<file path="config.mk">
export PLATFORM = sky130hd
export DESIGN_NAME = hex_codepoint_to_utf8_unit
export DESIGN_NICKNAME = d
export VERILOG_FILES = /design/src/rtl/hcu8_pkg.sv /design/src/rtl/hcu8_front.sv /design/src/rtl/hcu8_queue.sv /design/src/rtl/hcu8_back.sv /design/src/rtl/hex_codepoint_to_utf8_unit.sv
export SDC_FILE = /design/constraint.sdc
export NUM_CORES = 1
export LEC_CHECK = 0
export ABC_AREA = 1
export BUFFER_PORTS_ARGS = -buffer_cell sky130_fd_sc_hd__buf_2
export CORE_MARGIN = 4
export CORE_UTILIZATION = 48
export DETAILED_ROUTE_END_ITERATION = 7
export PLACE_DENSITY = 0.69
export SLEW_MARGIN = 20
export SYNTH_ARGS = -nofsm -noshare
export SYNTH_HDL_FRONTEND = slang
export SYNTH_SLANG_ARGS = --single-unit
export TNS_END_PERCENT = 100
</file>
<file path="constraint.sdc">
create_clock -name clk -period 6.7 [get_ports clk]
set_clock_uncertainty 0.05 [all_clocks]
set_input_delay 0.335 -clock clk [delete_from_list [all_inputs] [get_ports clk]]
set_output_delay 0.335 -clock clk [all_outputs]
set_load 0.05 [all_outputs]
</file>
<file path="src/rtl/hcu8_pkg.sv">
// ----------------------------------------------------------------------------
// hcu8_pkg: shared types and constants for the hex code point to UTF-8 unit
// Holds the parser-to-encoder record and the scalar range limits.
// ----------------------------------------------------------------------------
package hcu8_pkg;

  localparam int unsigned MAX_DIGITS = 6;
  localparam int unsigned DIG_W      = 3;
  localparam int unsigned ACC_W      = 24;
  localparam int unsigned CP_W       = 21;

  localparam logic [ACC_W-1:0] MAX_SCALAR = 24'h10FFFF;
  localparam logic [ACC_W-1:0] SURR_LO    = 24'h00D800;
  localparam logic [ACC_W-1:0] SURR_HI    = 24'h00DFFF;
  localparam logic [7:0]       PLUS_CHAR  = 8'h2B;

  // configuration register indexes
  localparam logic REG_RESULT_LIMIT = 1'b0;

  // one finished string, handed from parser to encoder
  typedef struct packed {
    logic            scalar_ok;   // digits valid and value is a scalar
    logic [CP_W-1:0] code_point;
    logic [DIG_W-1:0] digits;
  } str_rec_t;

  // queue status seen by both sides
  typedef struct packed {
    logic full;
    logic empty;
  } q_stat_t;

endpackage

</file>
<file path="src/rtl/hcu8_front.sv">
// ----------------------------------------------------------------------------
// hcu8_front: character parser
// Accepts one character a cycle unless the queue is full, gathers hex
// digits, and on a string's last character pushes one record to the queue.
// ----------------------------------------------------------------------------
module hcu8_front
  import hcu8_pkg::*;
(
  input  logic      clk,
  input  logic      rst,
  input  logic      in_valid,
  output logic      in_ready,
  input  logic [7:0] char_byte,
  input  logic      last_char,
  input  q_stat_t   q_stat,
  output logic      push,
  output str_rec_t  push_rec
);

  logic [ACC_W-1:0] accumulator;
  logic [DIG_W-1:0] digits_seen;
  logic             at_start;
  logic             bad_string;

  logic [ACC_W-1:0] accumulator_next;
  logic [DIG_W-1:0] digits_seen_next;
  logic             bad_string_next;
  logic             is_hex;
  logic             is_letter;
  logic [3:0]       digit;
  logic             skip_plus;
  logic             take;

  assign in_ready = !q_stat.full;
  assign take     = in_valid && in_ready;

  // classify the character
  always_comb begin
    is_hex    = 1'b0;
    is_letter = 1'b0;
    if (char_byte inside {[8'h30:8'h39]}) begin
      is_hex = 1'b1;
    end else if (char_byte inside {[8'h41:8'h46], [8'h61:8'h66]}) begin
      is_hex    = 1'b1;
      is_letter = 1'b1;
    end
    digit = is_letter ? (char_byte[3:0] + 4'd9) : char_byte[3:0];
  end

  assign skip_plus = at_start && (char_byte == PLUS_CHAR);

  // digit gathering
  always_comb begin
    accumulator_next = accumulator;
    digits_seen_next = digits_seen;
    bad_string_next  = bad_string;
    if (!skip_plus) begin
      if (!is_hex) begin
        bad_string_next = 1'b1;
      end else if (digits_seen == DIG_W'(MAX_DIGITS)) begin
        bad_string_next = 1'b1;
      end else begin
        accumulator_next = {accumulator[ACC_W-5:0], digit};
        digits_seen_next = digits_seen + 1'b1;
      end
    end
  end

  // record for the encoder
  always_comb begin
    push_rec.scalar_ok  = !bad_string_next && (digits_seen_next != '0) &&
                          (accumulator_next <= MAX_SCALAR) &&
                          ((accumulator_next < SURR_LO) || (accumulator_next > SURR_HI));
    push_rec.code_point = accumulator_next[CP_W-1:0];
    push_rec.digits     = digits_seen_next;
  end

  assign push = take && last_char;

  // parser state; cleared after each string
  always_ff @(posedge clk) begin
    if (rst) begin
      accumulator <= '0;
      digits_seen <= '0;
      at_start    <= 1'b1;
      bad_string  <= 1'b0;
    end else if (take) begin
      if (last_char) begin
        accumulator <= '0;
        digits_seen <= '0;
        at_start    <= 1'b1;
        bad_string  <= 1'b0;
      end else begin
        accumulator <= accumulator_next;
        digits_seen <= digits_seen_next;
        at_start    <= 1'b0;
        bad_string  <= bad_string_next;
      end
    end
  end

endmodule

</file>
<file path="src/rtl/hcu8_queue.sv">
// ----------------------------------------------------------------------------
// hcu8_queue: two-entry record queue
// Decouples the parser from the encoder so each side stalls on its own.
// ----------------------------------------------------------------------------
module hcu8_queue
  import hcu8_pkg::*;
(
  input  logic     clk,
  input  logic     rst,
  input  logic     push,
  input  str_rec_t push_rec,
  input  logic     pop,
  output str_rec_t head_rec,
  output q_stat_t  q_stat
);

  str_rec_t   entries [2];
  logic       wr_ptr;
  logic       rd_ptr;
  logic [1:0] count;

  assign q_stat.full  = (count == 2'd2);
  assign q_stat.empty = (count == 2'd0);
  assign head_rec     = entries[rd_ptr];

  // storage
  always_ff @(posedge clk) begin
    if (push) begin
      entries[wr_ptr] <= push_rec;
    end
  end

  // pointers and fill count
  always_ff @(posedge clk) begin
    if (rst) begin
      wr_ptr <= 1'b0;
      rd_ptr <= 1'b0;
      count  <= 2'd0;
    end else begin
      if (push) wr_ptr <= !wr_ptr;
      if (pop)  rd_ptr <= !rd_ptr;
      case ({push, pop})
        2'b10:   count <= count + 2'd1;
        2'b01:   count <= count - 2'd1;
        default: count <= count;
      endcase
    end
  end

endmodule

</file>
<file path="src/rtl/hcu8_back.sv">
// ----------------------------------------------------------------------------
// hcu8_back: UTF-8 encoder and output register
// Pops one record, applies the result limit, encodes and holds the result
// word until the receiver takes it.
// ----------------------------------------------------------------------------
module hcu8_back
  import hcu8_pkg::*;
(
  input  logic        clk,
  input  logic        rst,
  input  str_rec_t    head_rec,
  input  q_stat_t     q_stat,
  output logic        pop,
  input  logic [7:0]  result_limit,
  output logic        out_valid,
  input  logic        out_ready,
  output logic        found,
  output logic [20:0] code_point,
  output logic [31:0] utf8_bytes,
  output logic [2:0]  utf8_length,
  output logic [2:0]  digit_count
);

  logic            hit;
  logic [CP_W-1:0] cp;
  logic [31:0]     enc_bytes;
  logic [2:0]      enc_len;

  assign pop = !q_stat.empty && (!out_valid || out_ready);
  assign hit = head_rec.scalar_ok && (result_limit != 8'd0);
  assign cp  = head_rec.code_point;

  // UTF-8 encoding, first byte lowest
  always_comb begin
    if (cp < 21'h80) begin
      enc_len   = 3'd1;
      enc_bytes = {25'd0, cp[6:0]};
    end else if (cp < 21'h800) begin
      enc_len   = 3'd2;
      enc_bytes = {16'd0, 2'b10, cp[5:0], 3'b110, cp[10:6]};
    end else if (cp < 21'h10000) begin
      enc_len   = 3'd3;
      enc_bytes = {8'd0, 2'b10, cp[5:0], 2'b10, cp[11:6], 4'b1110, cp[15:12]};
    end else begin
      enc_len   = 3'd4;
      enc_bytes = {2'b10, cp[5:0], 2'b10, cp[11:6], 2'b10, cp[17:12],
                   5'b11110, cp[20:18]};
    end
  end

  // output register
  always_ff @(posedge clk) begin
    if (rst) begin
      out_valid <= 1'b0;
    end else if (pop) begin
      out_valid <= 1'b1;
    end else if (out_ready) begin
      out_valid <= 1'b0;
    end
  end

  always_ff @(posedge clk) begin
    if (pop) begin
      found       <= hit;
      code_point  <= hit ? cp : '0;
      utf8_bytes  <= hit ? enc_bytes : '0;
      utf8_length <= hit ? enc_len : '0;
      digit_count <= hit ? head_rec.digits : '0;
    end
  end

endmodule

</file>
<file path="src/rtl/hex_codepoint_to_utf8_unit.sv">
// ----------------------------------------------------------------------------
// hex_codepoint_to_utf8_unit: hex code point parser and UTF-8 encoder
// Reads a query string one character per word, gives one result per string.
// ----------------------------------------------------------------------------
// Usage:
//   s_axis carries one ASCII character per word in tdata[7:0]; tlast marks
//   the final character of a string. A leading '+' is skipped, then one to
//   six hex digits form the code point.
//   m_axis gives one word per string: tuser is the found flag, tdata holds
//   code point, UTF-8 bytes (first byte lowest), byte count and digit count.
//   All fields other than found are zero when the string is not found.
//   The APB port holds result_limit at address 0 (reset 1; zero suppresses
//   every match). Write it only while the block is idle.
// Timing:
//   One character is taken every cycle while a queue entry is free. The
//   accepting edge of the last character writes the two-entry record queue;
//   the output register loads the record from there once it is free.
//   When m_axis_tready is low the result holds; the parser keeps taking
//   characters until both queue entries are occupied, then drops tready.
// Reset (rst, synchronous): parser state clears, queue and output empty,
//   result_limit returns to 1.
// ----------------------------------------------------------------------------
module hex_codepoint_to_utf8_unit
  import hcu8_pkg::*;
(
  input  logic        clk,
  input  logic        rst,
  // input characters
  input  logic        s_axis_tvalid,
  output logic        s_axis_tready,
  input  logic [7:0]  s_axis_tdata,   // [7:0] char_byte
  input  logic        s_axis_tlast,   // last_char
  // results
  output logic        m_axis_tvalid,
  input  logic        m_axis_tready,
  output logic [63:0] m_axis_tdata,   // [20:0] code_point, [52:21] utf8_bytes,
                                      // [55:53] utf8_length, [58:56] digit_count
  output logic        m_axis_tuser,   // found
  // configuration
  input  logic        psel,
  input  logic        penable,
  input  logic        pwrite,
  input  logic [2:0]  paddr,
  input  logic [31:0] pwdata,
  output logic [31:0] prdata,
  output logic        pready
);

  logic [7:0]  result_limit;
  logic        push;
  logic        pop;
  str_rec_t    push_rec;
  str_rec_t    head_rec;
  q_stat_t     q_stat;
  logic [20:0] code_point;
  logic [31:0] utf8_bytes;
  logic [2:0]  utf8_length;
  logic [2:0]  digit_count;

  // configuration register
  assign pready = 1'b1;
  assign prdata = (paddr[2] == REG_RESULT_LIMIT) ? {24'd0, result_limit} : 32'd0;

  always_ff @(posedge clk) begin
    if (rst) begin
      result_limit <= 8'd1;
    end else if (psel && penable && pwrite && (paddr[2] == REG_RESULT_LIMIT)) begin
      result_limit <= pwdata[7:0];
    end
  end

  hcu8_front u_front (
    .clk       (clk),
    .rst       (rst),
    .in_valid  (s_axis_tvalid),
    .in_ready  (s_axis_tready),
    .char_byte (s_axis_tdata),
    .last_char (s_axis_tlast),
    .q_stat    (q_stat),
    .push      (push),
    .push_rec  (push_rec)
  );

  hcu8_queue u_queue (
    .clk      (clk),
    .rst      (rst),
    .push     (push),
    .push_rec (push_rec),
    .pop      (pop),
    .head_rec (head_rec),
    .q_stat   (q_stat)
  );

  hcu8_back u_back (
    .clk          (clk),
    .rst          (rst),
    .head_rec     (head_rec),
    .q_stat       (q_stat),
    .pop          (pop),
    .result_limit (result_limit),
    .out_valid    (m_axis_tvalid),
    .out_ready    (m_axis_tready),
    .found        (m_axis_tuser),
    .code_point   (code_point),
    .utf8_bytes   (utf8_bytes),
    .utf8_length  (utf8_length),
    .digit_count  (digit_count)
  );

  // result word packing
  assign m_axis_tdata = {5'd0, digit_count, utf8_length, utf8_bytes, code_point};

endmodule
</file>
# After elaboration in Yosys (flattened, before gate mapping)
# Memory sizes are Yosys's and may differ from the RTL's. A register that Yosys moved wholly into a read port is not among the register bits.
# Index checks and enable logic that the tools add are counted.
totals:
  memories: 1
  word_cells: 105
  mem_bits_rw: 50
  output_inout_bits: 100
  regBits: 102
  inputBits: 51
memory_table:
  columns: ["memory", "depth", "word_bits", "rd", "rd_clocked_by_memory_dff", "write_ports", "line", "source"]
  rows:
  - ["u_queue.entries", 2, 25, 1, 1, 1, "hcu8_queue.sv:17", "str_rec_t entries [2];"]
classes:
  n_addsub: 4
  n_reduce_logical: 31
  n_mux: 31
  n_eq_ne: 5
  magnitude_cmp: 12
  bitwise: 2
ops:
  columns: ["op", "count"]
  rows:
  - ["24-bit two-way mux", 4]
  - ["32-bit two-way mux", 1]
  - ["24-bit by 16-bit greater-than comparator with 1-bit output, second input constant", 1]
  - ["24-bit by 21-bit less-or-equal comparator with 1-bit output, second input constant", 1]
  - ["24-bit by 16-bit < comparator with 1-bit output, second input constant", 1]
  - ["21-bit by 12-bit < comparator with 1-bit output, second input constant", 1]
  - ["21-bit by 17-bit < comparator with 1-bit output, second input constant", 1]
  - ["21-bit by 8-bit < comparator with 1-bit output, second input constant", 1]
  - ["8-bit by 7-bit >= comparator with 1-bit output, second input constant", 2]
  - ["8-bit by 7-bit less-or-equal comparator with 1-bit output, second input constant", 2]
  - ["16-bit two-way mux", 1]
  - ["1-bit two-way mux", 15]
  - ["3-bit two-way mux", 5]
  - ["1-bit logical AND", 14]
  - ["8-bit by 6-bit == test with 1-bit output, second input constant", 1]
  - ["8-bit by 6-bit >= comparator with 1-bit output, second input constant", 1]
  - ["8-bit by 6-bit less-or-equal comparator with 1-bit output, second input constant", 1]
  - ["8-bit two-way mux", 1]
  - ["8-bit nonzero test", 1]
  - ["7-bit two-way mux", 1]
  - ["1-bit logical NOT", 6]
  - ["2-bit nonzero test", 3]
  - ["4-bit adder, second input constant", 1]
  - ["2-bit == test, second input constant", 2]
  - ["15 further kinds", 17]

# Logic depth before layout (Yosys ltp)
depth:
  depth_word: 12
  mapped_depth: 15

# Hierarchy
# Synthesis repeated with hierarchy kept, for this count alone.
hier_totals:
  cells_unflattened: 771
  area_unflattened_um2: 7354.6
modules_own_cells:
  columns: ["module", "instances", "area_each_um2", "cells_per_inst"]
  rows:
  - ["hcu8_back", 1, 2590.0, 235]
  - ["hcu8_queue", 1, 2134.5, 111]
  - ["hcu8_front", 1, 1933.1, 322]
  - ["hex_codepoint_to_utf8_unit", 1, 696.9, 103]

# Worst setup path after synthesis
# Ideal clock, no wire load.
synth_path:
  path_type: "reg2reg"
  from: "register u_back.out_valid"
  to: "register u_queue.count[1]"
  t_arrival_ns: 4.504
  setup_slack_ns: 2.023
  path_buffers: 0
  synth_period_minus_slack_ns: 4.677
  path_stages_with_launch: 9
  setup_time_ns: 0.122
  required_ns: 6.528
  cell_sequence: "dfxtp_1 > inv_1 > nor2_1 > a21oi_1 > ha_1 > a21oi_1 > o21ai_0 > o21ai_0 > a21oi_1"
synth_between:
  elab_chain_len: 5
  word_cells_on_any_way: 7
  classes_between: "2 x eq/ne; 1 x mux; 4 x reduce/logical"
synth_rtl:
  columns: ["element", "line", "source"]
  rows:
  - ["start, declared", "hcu8_back.sv:15", "output logic out_valid,"]
  - ["start signal, assigned", "hcu8_back.sv:54", "out_valid <= 1'b0;"]
  - ["start signal, assigned", "hcu8_back.sv:56", "out_valid <= 1'b1;"]
  - ["start signal, assigned", "hcu8_back.sv:58", "out_valid <= 1'b0;"]
  - ["1-bit logical NOT (*)", "hcu8_back.sv:29", "assign pop = !q_stat.empty && (!out_valid || out_ready);"]
  - ["1-bit logical OR (*)", "hcu8_back.sv:29", null]
  - ["1-bit logical AND (*)", "hcu8_back.sv:29", null]
  - ["net pop", "hex_codepoint_to_utf8_unit.sv:51", "logic pop;"]
  - ["2-bit by 1-bit == test with 1-bit output or 2-bit == test (tied branches)", "hcu8_queue.sv:42", "case ({push, pop})"]
  - ["2-bit case mux with 2 select lines or 2-bit nonzero test (tied branches)", null, null]
  - ["end signal, assigned", "hcu8_queue.sv:43", "2'b10: count <= count + 2'd1;"]
  - ["end signal, assigned", "hcu8_queue.sv:44", "2'b01: count <= count - 2'd1;"]
  - ["end signal, assigned", "hcu8_queue.sv:45", "default: count <= count;"]
  - ["end, declared", "hcu8_queue.sv:20", "logic [1:0] count;"]
# The timed path passes the listed nets; every way through them passes the cells marked *.
# A chain may end at the register's enable or synchronous reset.

# Worst setup path in the final report
layout_path:
  from: "register u_queue.count[0]"
  to: "register u_queue.count[1]"
layout_between:
  elab_chain_len: 6
  word_cells_on_any_way: 13
  classes_between: "2 x add/sub; 3 x eq/ne; 1 x mux; 7 x reduce/logical"
layout_rtl:
  columns: ["element", "line", "source"]
  rows:
  - ["2-bit == test", "hcu8_queue.sv:22", "assign q_stat.full = (count == 2'd2);"]
  - ["1-bit logical NOT", "hcu8_front.sv:34", "assign in_ready = !q_stat.full;"]
  - ["1-bit logical AND", "hcu8_front.sv:35", "assign take = in_valid && in_ready;"]
  - ["1-bit logical AND", "hcu8_front.sv:78", "assign push = take && last_char;"]
  - ["2-bit by 1-bit == test with 1-bit output or 2-bit == test (tied branches)", "hcu8_queue.sv:42", null]
  - ["2-bit case mux with 2 select lines or 2-bit nonzero test (tied branches)", null, null]
# Several ways; a longest one is shown, not always the timed one.

==> results.md <==
* Status: completed
* Synth Area per Inst at 9.457 µm²
* Clock latency on the worst-skew pair at 0.42 ns
* Worst Path Required at 6.95 ns
* Final period utilization at 40.13%
* Flop2flop setup slack at 4.01 ns
* Post-synth top flop: edfxtp_1
* Max Clk Rate at 0.3719 GHz
* Fin crit period at 2.689 ns
* Cell taking the most area after synthesis: edfxtp_1
* Inst Count DP at 978
* Total of max-cap violations at 0
* PwrDens at 446.2 nW/µm²
* Hold Path End: result_limit[0]
* Place WS at 3.603 ns
* Synth top area share at 45.42%
* Asr flop ratio synth at 0%
* Leading cell type in the layout, fill and taps excluded: nand2_1
* Clock Sinks at 148
* Worst-path clk slew at 0.06 ns
* Hold path start: pwdata[0]
* Post-detailed-route wirelength per cell at 13.80 µm
* Share of layout cells above drive strength 1 at 20.60%
* CP max FO at 30
* Worst Path Class, Setup: flip-flop to flip-flop
* Setup repair bufs after CTS at 0
* WL final at 13.93 mm
* Row Count at 43
* Wire length of the first global-routing pass at 22.48 mm
* Number of DRC markers in iteration 0 at 545
* Syn Inst Count at 734
* CTS tree: built
* CTS HTree Levels at 4
* Worst setup EP type: flip-flop
* RSZ-0062 raised after global routing: no
* Core region area at 14,040 µm²
* Root Buffer: clkbuf_16
* Gr usage total at 16.96%
* Syn Std Cell Area at 6942 µm²
* Die area at 16,450 µm²
* CTS buffer count at 17
* Area growth, synth to finish at 15.21%
* Min-Delay Path Depth at 3
* CP arrival at 2.94 ns
* Die H at 128.3 µm
* Fin cells at 1,010
* Max-slew violations at 0
* Final worst setup slack at 4.011 ns
* N_diodes at 0
* Post-synthesis register bit count at 148
* Synth Warn # at 0
* Largest vdd supply drop at 0.1967 mV
* Nets at 875
* PortBufs at 91
* Vias at 5,071
* Initial antenna violation count at 0
* First-pass detailed-route iteration total at 7
* DRC Markers at 0
* # setup viols final at 0
* Main area contributors after synthesis: edfxtp_1, dfxtp_1, nand2_1, nor2_1, a21oi_1
* R2R depth at 10
* Vias in the first global route at 4,713
* Register area share after synthesis at 57.82%
* Post-DRT Antenna Nets at 0
* Post-route setup TNS at 0 ns
* Worst-Margin Slew at 1.046 ns
* Slew Limit Headroom at 30.09%
* Startpoint Class: flip-flop
* # resized after CTS at 0
* Die width at 128.3 µm
* I/O pins at 151
* Worst flop-to-flop path startpoint: u_queue.count[0]
* Number of flops mapped to enable cells by yosys at 105
* Routed vias/inst at 5.021
* Starting Density at 49.43%
* RR Endpoint: u_queue.count[1]
* Clock buffer depth at 2
* Total grt overflow at 0
* Leak at 3.430 nW
* Dpl hpwl at 9.671 mm
* Synth unique cells at 45
* Commonest cells after routing, fill and taps aside: nand2_1, edfxtp_1, buf_2
* Worst Hold Class: primary input to flip-flop
* Core Util, Final at 56.95%
* Largest net degree at the start of global routing at 61
* Hold Vio Cnt, Final at 0
* Final Wtd Congestion at 0.8624
* Hold buffers post-CTS at 0
how the worst max path moves through the flow:
stage	start	to	slack [ns]	cells past startpoint
6_report	u_queue.count[0]	u_queue.count[1]	4.01	10
5_1_grt	u_queue.count[0]	u_queue.count[1]	3.69	10
4_1_cts	u_queue.count[0]	u_queue.count[1]	4.00	10
3_5_place_dp	s_axis_tdata[0]	u_queue.entries[1][5]	3.60	9
3_3_place_gp	s_axis_tdata[0]	u_queue.entries[0][9]	3.74	11
2_1_floorplan	u_back.out_valid	u_queue.count[1]	2.02	8
synthesized netlist by cell type, types with 2 or more instances:
master,count
a21oi_1,58
buf_2,9
buf_4,37
buf_6,3
clkbuf_1,14
clkinv_1,2
conb_1,2
dfxtp_1,43
edfxtp_1,105
ha_1,7
inv_1,71
inv_2,11
inv_4,2
mux2i_1,7
nand2_1,152
nand2_4,2
nand3_1,17
nand3b_1,5
nand4_1,3
nor2_1,79
nor2_2,4
nor2_4,2
nor2_8,2
o211ai_1,2
o21ai_0,36
o21ai_1,19
o21ai_2,9
o22ai_1,2
or2_1,10
or2_2,2
xor2_1,3
power by group:
part           total, mW  internal [mW]  switching, mW
clock network      0.978          0.618          0.360
registers           1.30           1.25         0.0502
logic               1.30          0.250           1.05
final cells by class:
cell class              instances  area (µm²)
fillers                      1191        6045
flip-flops and latches        148        4014
multi-input cells             468        2323
repair buffers                 96       493.0
clock buffers                  17       425.4
inverters                      86       327.8
well taps                     180       225.2
clock inverters                15       188.9
logic make-up after synthesis:
group | Yosys count | share of synthesized area [%]
and+or+nand+nor | 285 | 18.17
buffers and inverters | 149 | 10.62
DFF | 148 | 57.82
AOI/OAI and AO/OA | 132 | 10.51
adders and majority gates | 7 | 1.262
muxes | 7 | 1.009
xor gates and xnor gates | 4 | 0.5048
other | 2 | 0.1082
through the flow:
step	hold slack (ns)	cell area, µm²	total power [mW]
final	0.08962	7998	3.569
after global routing	0.1270	7998	3.719
after CTS	0.08335	7998	3.589
after detailed placement	0.3993	7383	2.618
after global placement	0.3897	7383	2.593
after floorplan	0.3755	7058	2.381
registers in the layout (all words and copies together) (netlist names), named ones only:
| signal | flops |
|---|---|
| u_queue.entries | 50 |
| u_front.digits_seen | 3 |
| u_queue.rd_ptr | 1 |
| u_front.accumulator | 24 |
| u_queue.wr_ptr | 1 |
| u_back.found | 1 |
| u_front.at_start | 1 |
| result_limit | 8 |
| u_back.utf8_length | 3 |
| u_queue.count | 2 |
| u_front.bad_string | 1 |
| u_back.out_valid | 1 |
| u_back.code_point | 21 |
| u_back.utf8_bytes | 27 |
| u_back.digit_count | 3 |
per-layer routing:
layer	vias up	routed length, µm	global-route usage (%)
met4	0	150	5.930
li1	2504	-	-
met1	2401	6005	21.50
met3	13	791	3.167
met2	153	6985	29.08
met5	-	0	0
critical path, stage by stage (launching register included):
cell,delay (ns)
dfxtp_1,0.33
inv_1,0.16
nand2_1,0.09
nand2_1,0.77
inv_1,0.13
nand2_1,0.26
ha_1,0.31
a21oi_1,0.13
o21ai_0,0.11
o21ai_0,0.16
a21oi_1,0.06
Power figures use the tool's default switching activity.
